### src/sv/atsg_pkg.sv
// ---------------------------------------------------------------------------
// atsg_pkg
// Shared widths, register indexes and control types of the spike generator.
// ---------------------------------------------------------------------------
`default_nettype none

package atsg_pkg;

  localparam int ATSG_NUM_COMPONENTS = 2;
  localparam int ATSG_MAX_UPSAMPLE   = 16;

  localparam int VAL_W    = 32;
  localparam int DECAY_W  = 16;
  localparam int REFR_W   = 16;
  localparam int UPS_W    = 5;
  localparam int CFG_IDX_W  = 3;
  localparam int CFG_DATA_W = 32;
  localparam int CFG_SLOTS  = 2;

  // Register indexes of the configuration port
  localparam logic [CFG_IDX_W-1:0] REG_DECAY_FAST      = 3'd0;
  localparam logic [CFG_IDX_W-1:0] REG_DECAY_SLOW      = 3'd1;
  localparam logic [CFG_IDX_W-1:0] REG_JUMP_FAST       = 3'd2;
  localparam logic [CFG_IDX_W-1:0] REG_JUMP_SLOW       = 3'd3;
  localparam logic [CFG_IDX_W-1:0] REG_REFRACTORY_BINS = 3'd4;
  localparam logic [CFG_IDX_W-1:0] REG_UPSAMPLE_FACTOR = 3'd5;

  // Reset values of the registers
  localparam logic [DECAY_W-1:0] DECAY_FAST_RST = 16'd60000;
  localparam logic [DECAY_W-1:0] DECAY_SLOW_RST = 16'd65000;
  localparam logic [UPS_W-1:0]   UPSAMPLE_RST   = 5'd1;

  // Current register contents
  typedef struct packed {
    logic [CFG_SLOTS-1:0][DECAY_W-1:0] decay;
    logic [CFG_SLOTS-1:0][VAL_W-1:0]   jump;
    logic [REFR_W-1:0]                 refractory_bins;
    logic [UPS_W-1:0]                  upsample_factor;
  } atsg_cfg_t;

  // Commands from controller to datapath
  typedef struct packed {
    logic capture;   // latch the drive voltage of an accepted request
    logic mul;       // form the decay products of all components
    logic commit;    // finish a bin: update state, load the result register
    logic last;      // the bin being committed closes the request
  } atsg_cmd_t;

endpackage

`default_nettype wire

### src/sv/adaptive_threshold_spike_generator_top.sv
// ---------------------------------------------------------------------------
// adaptive_threshold_spike_generator_top
// Adaptive threshold neuron: one voltage request yields one result per fine
// time bin, with two decaying, saturating threshold components.
//
//   channel  direction  handshake          payload
//   in       input      in_valid/in_stall  in_drive_voltage
//   out      output     out_valid/out_stall out_spike, out_threshold_sum,
//                                           out_last_bin
//   cfg      input      cfg_valid/cfg_ready cfg_index, cfg_data
//
// Each bin has a multiply step, in which the decay multipliers are registered,
// then an update step: the round, sum, compare and jump update close the bin.
// A request is captured when idle, then runs as many bins as the clamped upsample factor.
// Output stall holds the update step; a new request is taken as soon as the
// last bin enters the result register. Reset is synchronous and clears the
// components to zero and the refractory count to one.
// ---------------------------------------------------------------------------
`default_nettype none

module adaptive_threshold_spike_generator_top
  import atsg_pkg::*;
#(
  parameter int NUM_COMPONENTS = ATSG_NUM_COMPONENTS,
  parameter int MAX_UPSAMPLE   = ATSG_MAX_UPSAMPLE
) (
  input  wire logic                    clk,
  input  wire logic                    rst_n,
  input  wire logic                    in_valid,
  output logic                         in_stall,
  input  wire logic signed [VAL_W-1:0] in_drive_voltage,
  output logic                         out_valid,
  input  wire logic                    out_stall,
  output logic                         out_spike,
  output logic signed [VAL_W-1:0]      out_threshold_sum,
  output logic                         out_last_bin,
  input  wire logic                    cfg_valid,
  output logic                         cfg_ready,
  input  wire logic [CFG_IDX_W-1:0]    cfg_index,
  input  wire logic [CFG_DATA_W-1:0]   cfg_data
);

  atsg_cfg_t cfg;
  atsg_cmd_t cmd;

  atsg_cfg_regs u_cfg (
    .clk       (clk),
    .rst_n     (rst_n),
    .cfg_valid (cfg_valid),
    .cfg_ready (cfg_ready),
    .cfg_index (cfg_index),
    .cfg_data  (cfg_data),
    .cfg       (cfg)
  );

  atsg_ctrl #(
    .MAX_UPSAMPLE (MAX_UPSAMPLE)
  ) u_ctrl (
    .clk             (clk),
    .rst_n           (rst_n),
    .upsample_factor (cfg.upsample_factor),
    .in_valid        (in_valid),
    .in_stall        (in_stall),
    .out_valid       (out_valid),
    .out_stall       (out_stall),
    .cmd             (cmd)
  );

  atsg_datapath #(
    .NUM_COMPONENTS (NUM_COMPONENTS)
  ) u_dp (
    .clk               (clk),
    .rst_n             (rst_n),
    .cfg               (cfg),
    .cmd               (cmd),
    .in_drive_voltage  (in_drive_voltage),
    .out_spike         (out_spike),
    .out_threshold_sum (out_threshold_sum),
    .out_last_bin      (out_last_bin)
  );

endmodule

`default_nettype wire

### src/sv/atsg_cfg_regs.sv
// ---------------------------------------------------------------------------
// atsg_cfg_regs
// Configuration register file; writes to unknown indexes are dropped.
// ---------------------------------------------------------------------------
`default_nettype none

module atsg_cfg_regs
  import atsg_pkg::*;
(
  input  wire logic                  clk,
  input  wire logic                  rst_n,
  input  wire logic                  cfg_valid,
  output logic                       cfg_ready,
  input  wire logic [CFG_IDX_W-1:0]  cfg_index,
  input  wire logic [CFG_DATA_W-1:0] cfg_data,
  output atsg_cfg_t                  cfg
);

  atsg_cfg_t cfg_r;

  assign cfg_ready = 1'b1;
  assign cfg       = cfg_r;

  // Write the addressed register
  always_ff @(posedge clk) begin
    if (!rst_n) begin
      cfg_r.decay[0]         <= DECAY_FAST_RST;
      cfg_r.decay[1]         <= DECAY_SLOW_RST;
      cfg_r.jump[0]          <= '0;
      cfg_r.jump[1]          <= '0;
      cfg_r.refractory_bins  <= '0;
      cfg_r.upsample_factor  <= UPSAMPLE_RST;
    end else if (cfg_valid && cfg_ready) begin
      case (cfg_index)
        REG_DECAY_FAST:      cfg_r.decay[0]        <= cfg_data[DECAY_W-1:0];
        REG_DECAY_SLOW:      cfg_r.decay[1]        <= cfg_data[DECAY_W-1:0];
        REG_JUMP_FAST:       cfg_r.jump[0]         <= cfg_data[VAL_W-1:0];
        REG_JUMP_SLOW:       cfg_r.jump[1]         <= cfg_data[VAL_W-1:0];
        REG_REFRACTORY_BINS: cfg_r.refractory_bins <= cfg_data[REFR_W-1:0];
        REG_UPSAMPLE_FACTOR: cfg_r.upsample_factor <= cfg_data[UPS_W-1:0];
        default: ;
      endcase
    end
  end

endmodule

`default_nettype wire

### src/sv/atsg_datapath.sv
// ---------------------------------------------------------------------------
// atsg_datapath
// Threshold components, decay multipliers, compare, refractory counter and
// the result register.
// ---------------------------------------------------------------------------
`default_nettype none

module atsg_datapath
  import atsg_pkg::*;
#(
  parameter int NUM_COMPONENTS = ATSG_NUM_COMPONENTS
) (
  input  wire logic                    clk,
  input  wire logic                    rst_n,
  input  wire atsg_cfg_t               cfg,
  input  wire atsg_cmd_t               cmd,
  input  wire logic signed [VAL_W-1:0] in_drive_voltage,
  output logic                         out_spike,
  output logic signed [VAL_W-1:0]      out_threshold_sum,
  output logic                         out_last_bin
);

  localparam int PROD_W = VAL_W + DECAY_W + 1;
  localparam int SUM_W  = VAL_W + 2;

  logic signed [VAL_W-1:0]  volt_r;
  logic signed [PROD_W-1:0] prod_r  [NUM_COMPONENTS];
  logic signed [PROD_W-1:0] rnd     [NUM_COMPONENTS];
  logic signed [VAL_W-1:0]  dec     [NUM_COMPONENTS];
  logic signed [VAL_W-1:0]  part_r  [NUM_COMPONENTS];
  logic signed [VAL_W-1:0]  part_nxt[NUM_COMPONENTS];
  logic [REFR_W-1:0]        refr_r;
  logic [REFR_W-1:0]        refr_nxt;
  logic signed [SUM_W-1:0]  total;
  logic signed [VAL_W-1:0]  thr;
  logic                     fire;

  function automatic logic signed [VAL_W-1:0] sat_wide(input logic signed [SUM_W-1:0] x);
    logic signed [SUM_W-1:0] hi;
    logic signed [SUM_W-1:0] lo;
    hi = SUM_W'(signed'({1'b0, {(VAL_W-1){1'b1}}}));
    lo = -hi - SUM_W'(1);
    if (x > hi) begin
      sat_wide = hi[VAL_W-1:0];
    end else if (x < lo) begin
      sat_wide = lo[VAL_W-1:0];
    end else begin
      sat_wide = x[VAL_W-1:0];
    end
  endfunction

  // Hold the drive voltage for all bins of a request
  always_ff @(posedge clk) begin
    if (cmd.capture) begin
      volt_r <= in_drive_voltage;
    end
  end

  // Multiply each component by its decay factor
  always_ff @(posedge clk) begin
    if (cmd.mul) begin
      for (int j = 0; j < NUM_COMPONENTS; j++) begin
        prod_r[j] <= PROD_W'(part_r[j]) * PROD_W'($signed({1'b0, cfg.decay[j]}));
      end
    end
  end

  // Round the products, sum, compare, apply the jump on a spike and step the refractory count
  always_comb begin
    total = '0;
    for (int j = 0; j < NUM_COMPONENTS; j++) begin
      rnd[j] = prod_r[j] + PROD_W'(32768);
      dec[j] = rnd[j][VAL_W+DECAY_W-1:DECAY_W];
      total  = total + SUM_W'(dec[j]);
    end
    thr  = sat_wide(total);
    fire = (refr_r == '0) && (volt_r > thr);
    for (int j = 0; j < NUM_COMPONENTS; j++) begin
      if (fire) begin
        part_nxt[j] = sat_wide(SUM_W'(dec[j]) + SUM_W'(signed'(cfg.jump[j])));
      end else begin
        part_nxt[j] = dec[j];
      end
    end
    if (refr_r != '0) begin
      refr_nxt = refr_r - REFR_W'(1);
    end else if (fire) begin
      refr_nxt = cfg.refractory_bins;
    end else begin
      refr_nxt = refr_r;
    end
  end

  // Advance neuron state at the end of each bin
  always_ff @(posedge clk) begin
    if (!rst_n) begin
      for (int j = 0; j < NUM_COMPONENTS; j++) begin
        part_r[j] <= '0;
      end
      refr_r <= REFR_W'(1);
    end else if (cmd.commit) begin
      for (int j = 0; j < NUM_COMPONENTS; j++) begin
        part_r[j] <= part_nxt[j];
      end
      refr_r <= refr_nxt;
    end
  end

  // Load the result register
  always_ff @(posedge clk) begin
    if (cmd.commit) begin
      out_spike         <= fire;
      out_threshold_sum <= thr;
      out_last_bin      <= cmd.last;
    end
  end

endmodule

`default_nettype wire

### src/sv/atsg_ctrl.sv
// ---------------------------------------------------------------------------
// atsg_ctrl
// Bin sequencer: accepts a request, runs multiply and update steps per bin,
// and owns the result valid flag.
// ---------------------------------------------------------------------------
`default_nettype none

module atsg_ctrl
  import atsg_pkg::*;
#(
  parameter int MAX_UPSAMPLE = ATSG_MAX_UPSAMPLE
) (
  input  wire logic             clk,
  input  wire logic             rst_n,
  input  wire logic [UPS_W-1:0] upsample_factor,
  input  wire logic             in_valid,
  output logic                  in_stall,
  output logic                  out_valid,
  input  wire logic             out_stall,
  output atsg_cmd_t             cmd
);

  localparam int CNT_W = $clog2(MAX_UPSAMPLE + 1);
  localparam int EW    = (CNT_W > UPS_W) ? CNT_W : UPS_W;

  typedef enum logic [1:0] {
    ST_IDLE,
    ST_MUL,
    ST_UPD
  } state_t;

  state_t           state_r, state_nxt;
  logic [CNT_W-1:0] rem_r, rem_nxt;
  logic             out_valid_r, out_valid_nxt;
  logic [EW-1:0]    ups_ext;
  logic [EW-1:0]    bins_eff;

  // Clamp the bin count to one through MAX_UPSAMPLE
  always_comb begin
    ups_ext = EW'(upsample_factor);
    if (ups_ext == '0) begin
      bins_eff = EW'(1);
    end else if (ups_ext > EW'(MAX_UPSAMPLE)) begin
      bins_eff = EW'(MAX_UPSAMPLE);
    end else begin
      bins_eff = ups_ext;
    end
  end

  assign in_stall  = (state_r != ST_IDLE);
  assign out_valid = out_valid_r;

  // Sequence the bins of one request
  always_comb begin
    state_nxt     = state_r;
    rem_nxt       = rem_r;
    out_valid_nxt = out_valid_r && out_stall;
    cmd           = '0;
    case (state_r)
      ST_IDLE: begin
        if (in_valid) begin
          cmd.capture = 1'b1;
          rem_nxt     = CNT_W'(bins_eff);
          state_nxt   = ST_MUL;
        end
      end
      ST_MUL: begin
        cmd.mul   = 1'b1;
        state_nxt = ST_UPD;
      end
      ST_UPD: begin
        if (!out_valid_r || !out_stall) begin
          cmd.commit    = 1'b1;
          cmd.last      = (rem_r == CNT_W'(1));
          out_valid_nxt = 1'b1;
          if (cmd.last) begin
            state_nxt = ST_IDLE;
          end else begin
            rem_nxt   = rem_r - CNT_W'(1);
            state_nxt = ST_MUL;
          end
        end
      end
      default: state_nxt = ST_IDLE;
    endcase
  end

  // Hold state, bin count and result valid
  always_ff @(posedge clk) begin
    if (!rst_n) begin
      state_r     <= ST_IDLE;
      rem_r       <= '0;
      out_valid_r <= 1'b0;
    end else begin
      state_r     <= state_nxt;
      rem_r       <= rem_nxt;
      out_valid_r <= out_valid_nxt;
    end
  end

endmodule

`default_nettype wire

### config.mk
export PLATFORM = sky130hd
export DESIGN_NAME = adaptive_threshold_spike_generator_top
export DESIGN_NICKNAME = d
export VERILOG_FILES = /design/src/sv/atsg_pkg.sv /design/src/sv/adaptive_threshold_spike_generator_top.sv /design/src/sv/atsg_cfg_regs.sv /design/src/sv/atsg_datapath.sv /design/src/sv/atsg_ctrl.sv
export SDC_FILE = /design/constraint.sdc
export NUM_CORES = 2
export LEC_CHECK = 0
export BUFFER_PORTS_ARGS = -buffer_cell sky130_fd_sc_hd__buf_4
export CORE_MARGIN = 2
export CORE_UTILIZATION = 45
export CTS_BUF_LIST = sky130_fd_sc_hd__clkbuf_16
export DETAILED_ROUTE_END_ITERATION = 12
export GPL_TIMING_DRIVEN = 0
export HOLD_SLACK_MARGIN = 0.08
export PLACE_DENSITY = 0.69
export SYNTH_ARGS = -nofsm -noshare
export SYNTH_HDL_FRONTEND = slang
export SYNTH_SLANG_ARGS = --single-unit
### constraint.sdc
create_clock -name clk -period 8 [get_ports clk]
set_clock_uncertainty 0.2 [all_clocks]
set_input_delay 1.2 -clock clk [delete_from_list [all_inputs] [get_ports clk]]
set_output_delay 1.2 -clock clk [all_outputs]
set_load 0.005 [all_outputs]
==> metrics.txt <==
# TYPE chip_impl_metric gauge
chip_impl_metric{name="xor_xnor_share_of_the_synthesized_area",unit="%"} 3.693
chip_impl_metric{name="cts_htree_levels",unit=""} 2
chip_impl_metric{name="coreArea",unit="mm^2"} 0.1176
chip_impl_metric{name="gr-usage-all-layers",unit="%"} 26.37
chip_impl_metric{name="cap_viol_max_count",unit=""} 0
chip_impl_metric{name="initial_utilization",unit="%"} 45.25
chip_impl_metric{name="arrival",unit="ns"} 8.02
chip_impl_metric{name="synthSimpleGateAreaFrac",unit="%"} 16.56
chip_impl_metric{name="cellPowerDensity",unit="mW/mm^2"} 474.1
chip_impl_metric{name="cts_sinks",unit=""} 337
chip_impl_metric{name="hold_viol_final",unit=""} 0
chip_impl_metric{name="ys_types",unit=""} 89
chip_impl_info{name="critical_path_class",value="flip-flop to flip-flop"} 1
chip_impl_metric{name="finish.net_count",unit=""} 7419
chip_impl_metric{name="max_stage_delay",unit="ns"} 0.46
chip_impl_metric{name="final_min_period_over_clock_period",unit="%"} 97.62
chip_impl_metric{name="worstSkewPairLatency",unit="ns"} 0.58
chip_impl_metric{name="worst_ir_drop_vdd",unit="mV"} 0.9684
chip_impl_metric{name="grt_pass1_wl",unit="um"} 244600
chip_impl_metric{name="postSynth.asyncResetShare",unit="%"} 0
chip_impl_metric{name="grt_antenna_before_repair",unit=""} 22
chip_impl_metric{name="setup_viol",unit=""} 0
chip_impl_metric{name="yosysWarnings",unit=""} 0
chip_impl_metric{name="synthAdderAreaFrac",unit="%"} 45.03
chip_impl_metric{name="overflow",unit=""} 0
chip_impl_metric{name="postRouteWirelength",unit="um"} 157200
chip_impl_metric{name="ioPinCount",unit=""} 109
chip_impl_metric{name="postLayoutCellArea",unit="mm^2"} 0.05819
chip_impl_metric{name="post_drt_wl_per_cell",unit="um"} 20.69
chip_impl_info{name="layout_commonest_cell",value="sky130_fd_sc_hd__inv_1"} 1
chip_impl_metric{name="instances_no_fill",unit=""} 7598
chip_impl_metric{name="detailedRoute.firstPassIterationCount",unit=""} 6
chip_impl_metric{name="total_leakage_power",unit="nW"} 26.82
chip_impl_metric{name="placement_rows",unit=""} 126
chip_impl_metric{name="placed_cells_incl_taps",unit=""} 7503
chip_impl_info{name="cts_root_buffer",value="sky130_fd_sc_hd__clkbuf_16"} 1
chip_impl_metric{name="synth-edff-count",unit=""} 196
chip_impl_metric{name="layout-area-overhead-vs-synth",unit="%"} 9.331
chip_impl_metric{name="synth-compound-area-share",unit="%"} 8.722
chip_impl_metric{name="worst_slew_margin",unit="%"} 19.79
chip_impl_metric{name="num_vias",unit=""} 41420
chip_impl_info{name="worst_path_max_delay_cell",value="sky130_fd_sc_hd__edfxtp_1"} 1
chip_impl_metric{name="clk_transition_reported_paths",unit="ns"} 0.06
chip_impl_metric{name="ctsLongestPathBuffers",unit=""} 3
chip_impl_metric{name="finalCriticalPeriod",unit="ns"} 7.810
chip_impl_metric{name="critPathMaxFanout",unit=""} 10
chip_impl_metric{name="fin_util",unit="%"} 49.48
chip_impl_metric{name="routabilityCongestion",unit=""} 0.9352
chip_impl_metric{name="timing_worst_slew_pin_value",unit="ns"} 1.194
chip_impl_info{name="rsz0062_at_grt",value="yes"} 1
chip_impl_metric{name="synth.avg_cell_area",unit="um^2"} 9.087
chip_impl_info{name="synth_top_flop_cell",value="sky130_fd_sc_hd__edfxtp_1"} 1
chip_impl_metric{name="die-width",unit="um"} 347.9
chip_impl_metric{name="detail-route-antenna-nets",unit=""} 0
chip_impl_metric{name="via_count_of_the_first_global_routing_pass",unit=""} 42630
chip_impl_metric{name="timing.critical_path.required",unit="ns"} 8.21
chip_impl_metric{name="sequential_fraction_of_the_synthesis_area",unit="%"} 16.36
chip_impl_info{name="cpMostUsedCell",value="sky130_fd_sc_hd__a21o_1"} 1
chip_impl_metric{name="place_area",unit="mm^2"} 0.05603
chip_impl_metric{name="drc_errors",unit=""} 0
chip_impl_info{name="timing.critical_path.from_type",value="flip-flop"} 1
chip_impl_metric{name="slew_viol_final",unit=""} 0
chip_impl_metric{name="drt_iter0_drc",unit=""} 3257
chip_impl_info{name="cts_tree",value="done"} 1
chip_impl_info{name="layout_common_cells",value="1086 x sky130_fd_sc_hd__inv_1, 991 x sky130_fd_sc_hd__nand2_1, 966 x sky130_fd_sc_hd__fa_1"} 1
chip_impl_metric{name="die_y",unit="um"} 347.9
chip_impl_info{name="main_combinational_cell_family_by_area_after_synthesis",value="adder cells"} 1
chip_impl_metric{name="cts_inserted_buffers",unit=""} 39
chip_impl_info{name="outcome",value="finished clean"} 1
chip_impl_metric{name="synthMuxAreaShare",unit="%"} 0.1505
chip_impl_info{name="end_kind",value="flip-flop"} 1
chip_impl_metric{name="synth.cell_area",unit="mm^2"} 0.05322
chip_impl_metric{name="port_buffers",unit=""} 107
chip_impl_metric{name="dpl.hpwl",unit="um"} 130700
chip_impl_metric{name="netlist_instances",unit=""} 5857
chip_impl_metric{name="pin_count_of_the_biggest_net_entering_global_routing",unit=""} 47
chip_impl_metric{name="drt-vias-per-instance",unit=""} 5.452
chip_impl_metric{name="syn-num-nets",unit=""} 7248
chip_impl_metric{name="synth_seq_cells",unit=""} 337
chip_impl_metric{name="final_layout_size_suffix_gt1_share",unit="%"} 6.915
chip_impl_metric{name="die_area",unit="mm^2"} 0.1210
chip_impl_info{name="worstHoldPathType",value="flip-flop to flip-flop"} 1
chip_impl_metric{name="max_freq",unit="MHz"} 128.0
critical path, delay by kind of cell (launching register included):
kind	cells	cell delay, ns
AOI/OAI and AO/OA	17	3.54
and+or+nand+nor	7	1.35
adders and majority gates	3	0.87
DFF	1	0.46
xor gates and xnor gates	2	0.40
buffers and inverters	4	0.78
per-layer routing:
layer  track usage, %  vias to the layer above  share of wire [%]
li1                 -                    18550                  -
met1            35.81                    20920                 41
met2            42.51                     1616                 46
met3            4.627                      312                8.4
met4            9.347                       20                4.0
met5                0                        -              0.076
path summary, 6_finish.rpt:
check / start / endpoint / slack (ns) / cells past startpoint
worst max-delay path: u_dp.prod_r[0][16] / u_dp.part_r[0][40] / 0.19 / 33
worst min-delay path: u_cfg.cfg[19] / u_cfg.cfg[19] / 0.26 / 2
worst max register to register: u_dp.prod_r[0][16] / u_dp.part_r[0][40] / 0.19 / 33
worst min register to register: u_cfg.cfg[19] / u_cfg.cfg[19] / 0.26 / 2
flip-flops by register name, summed over array words and instances, names as in the netlist:
signal,count
u_cfg.cfg,117
u_dp.prod_r,66
u_dp.part_r,64
u_dp.out_threshold_sum,32
u_dp.volt_r,32
u_dp.refr_r,16
u_ctrl.rem_r,5
u_ctrl.state_r,2
u_ctrl.out_valid,1
u_dp.out_last_bin,1
u_dp.out_spike,1
repair_timing:
item / CTS / global route
endpoints found under the setup margin: 115 / 98
hold buffers: 0 / 0
pin swaps: 3 / 15
buffers inserted: 5 / 17
resized for setup: 98 / 166
cloned: 0 / 1
per-stage QoR:
| step | worst slack (ns) | setup TNS (ns) | hold WS [ns] | total power [W] |
|---|---|---|---|---|
| 2_1_floorplan | 0.9557 | 0 | 0.2332 | 0.01887 |
| 3_3_place_gp | -1.987 | -99.96 | 0.2455 | 0.02464 |
| 3_5_place_dp | -2.056 | -103.86 | 0.2512 | 0.02504 |
| 4_1_cts | 0.003584 | 0 | 0.2596 | 0.02726 |
| 5_1_grt | -0.1134 | -1.087 | 0.2711 | 0.03039 |
| 6_report | 0.1905 | 0 | 0.2588 | 0.02758 |
kinds of logic after synthesis:
family | after synthesis
simple gates | 1885
fa+ha+maj | 1339
buf+inv | 1334
compound gates | 736
flops | 337
xor+xnor | 217
mux | 8
other cells | 1
report_power, final:
group | switching (W) | total, W | internal (W)
sequential | 0.000360 | 0.00351 | 0.00315
combinational | 0.0131 | 0.0222 | 0.00914
clock | 0.000803 | 0.00183 | 0.00102
Yosys cell counts, drive strengths merged, types with 5 or more instances:
| cell | n | area share [%] |
|---|---|---|
| maj3 | 20 | 0.38 |
| and2 | 411 | 4.8 |
| a211oi | 37 | 0.53 |
| nand4 | 31 | 0.39 |
| and4 | 14 | 0.23 |
| o221a | 6 | 0.13 |
| or4 | 5 | 0.078 |
| o211ai | 15 | 0.21 |
| a31oi | 25 | 0.29 |
| nand2 | 994 | 7.0 |
| or2 | 13 | 0.15 |
| ha | 352 | 8.3 |
| a21oi | 294 | 2.8 |
| nand2b | 22 | 0.26 |
| nor4 | 7 | 0.11 |
| or3 | 10 | 0.12 |
| o21a | 35 | 0.49 |
| buf | 20 | 0.21 |
| fa | 967 | 36 |
| o21bai | 11 | 0.16 |
| xnor2 | 147 | 2.4 |
| nor2 | 172 | 1.2 |
| nand3 | 71 | 0.68 |
| inv | 1085 | 7.7 |
| a221oi | 6 | 0.11 |
| edfxtp | 196 | 11 |
| and3 | 30 | 0.35 |
| nor2b | 33 | 0.39 |
| a21o | 120 | 1.7 |
| nor3 | 62 | 0.58 |
| dfxtp | 141 | 5.3 |
| a211o | 5 | 0.082 |
| o31ai | 11 | 0.16 |
| nand3b | 5 | 0.071 |
| xor2 | 67 | 1.1 |
| clkbuf | 229 | 1.6 |
| mux2i | 8 | 0.15 |
| o2111ai | 10 | 0.18 |
| o21ai | 116 | 1.1 |
area by class of cell:
type | instances | area [um^2]
Clock buffer | 40 | 1001
Buffer | 246 | 1144
Antenna cell | 3 | 7.507
Fill cell | 11080 | 59420
Multi-Input combinational cell | 4187 | 39980
Clock inverter | 32 | 290.3
Timing Repair Buffer | 132 | 1049
Inverter | 1085 | 4075
Sequential cell | 337 | 8721
Tap cell | 1536 | 1922
Note: power is estimated with default switching activity, not from simulation.
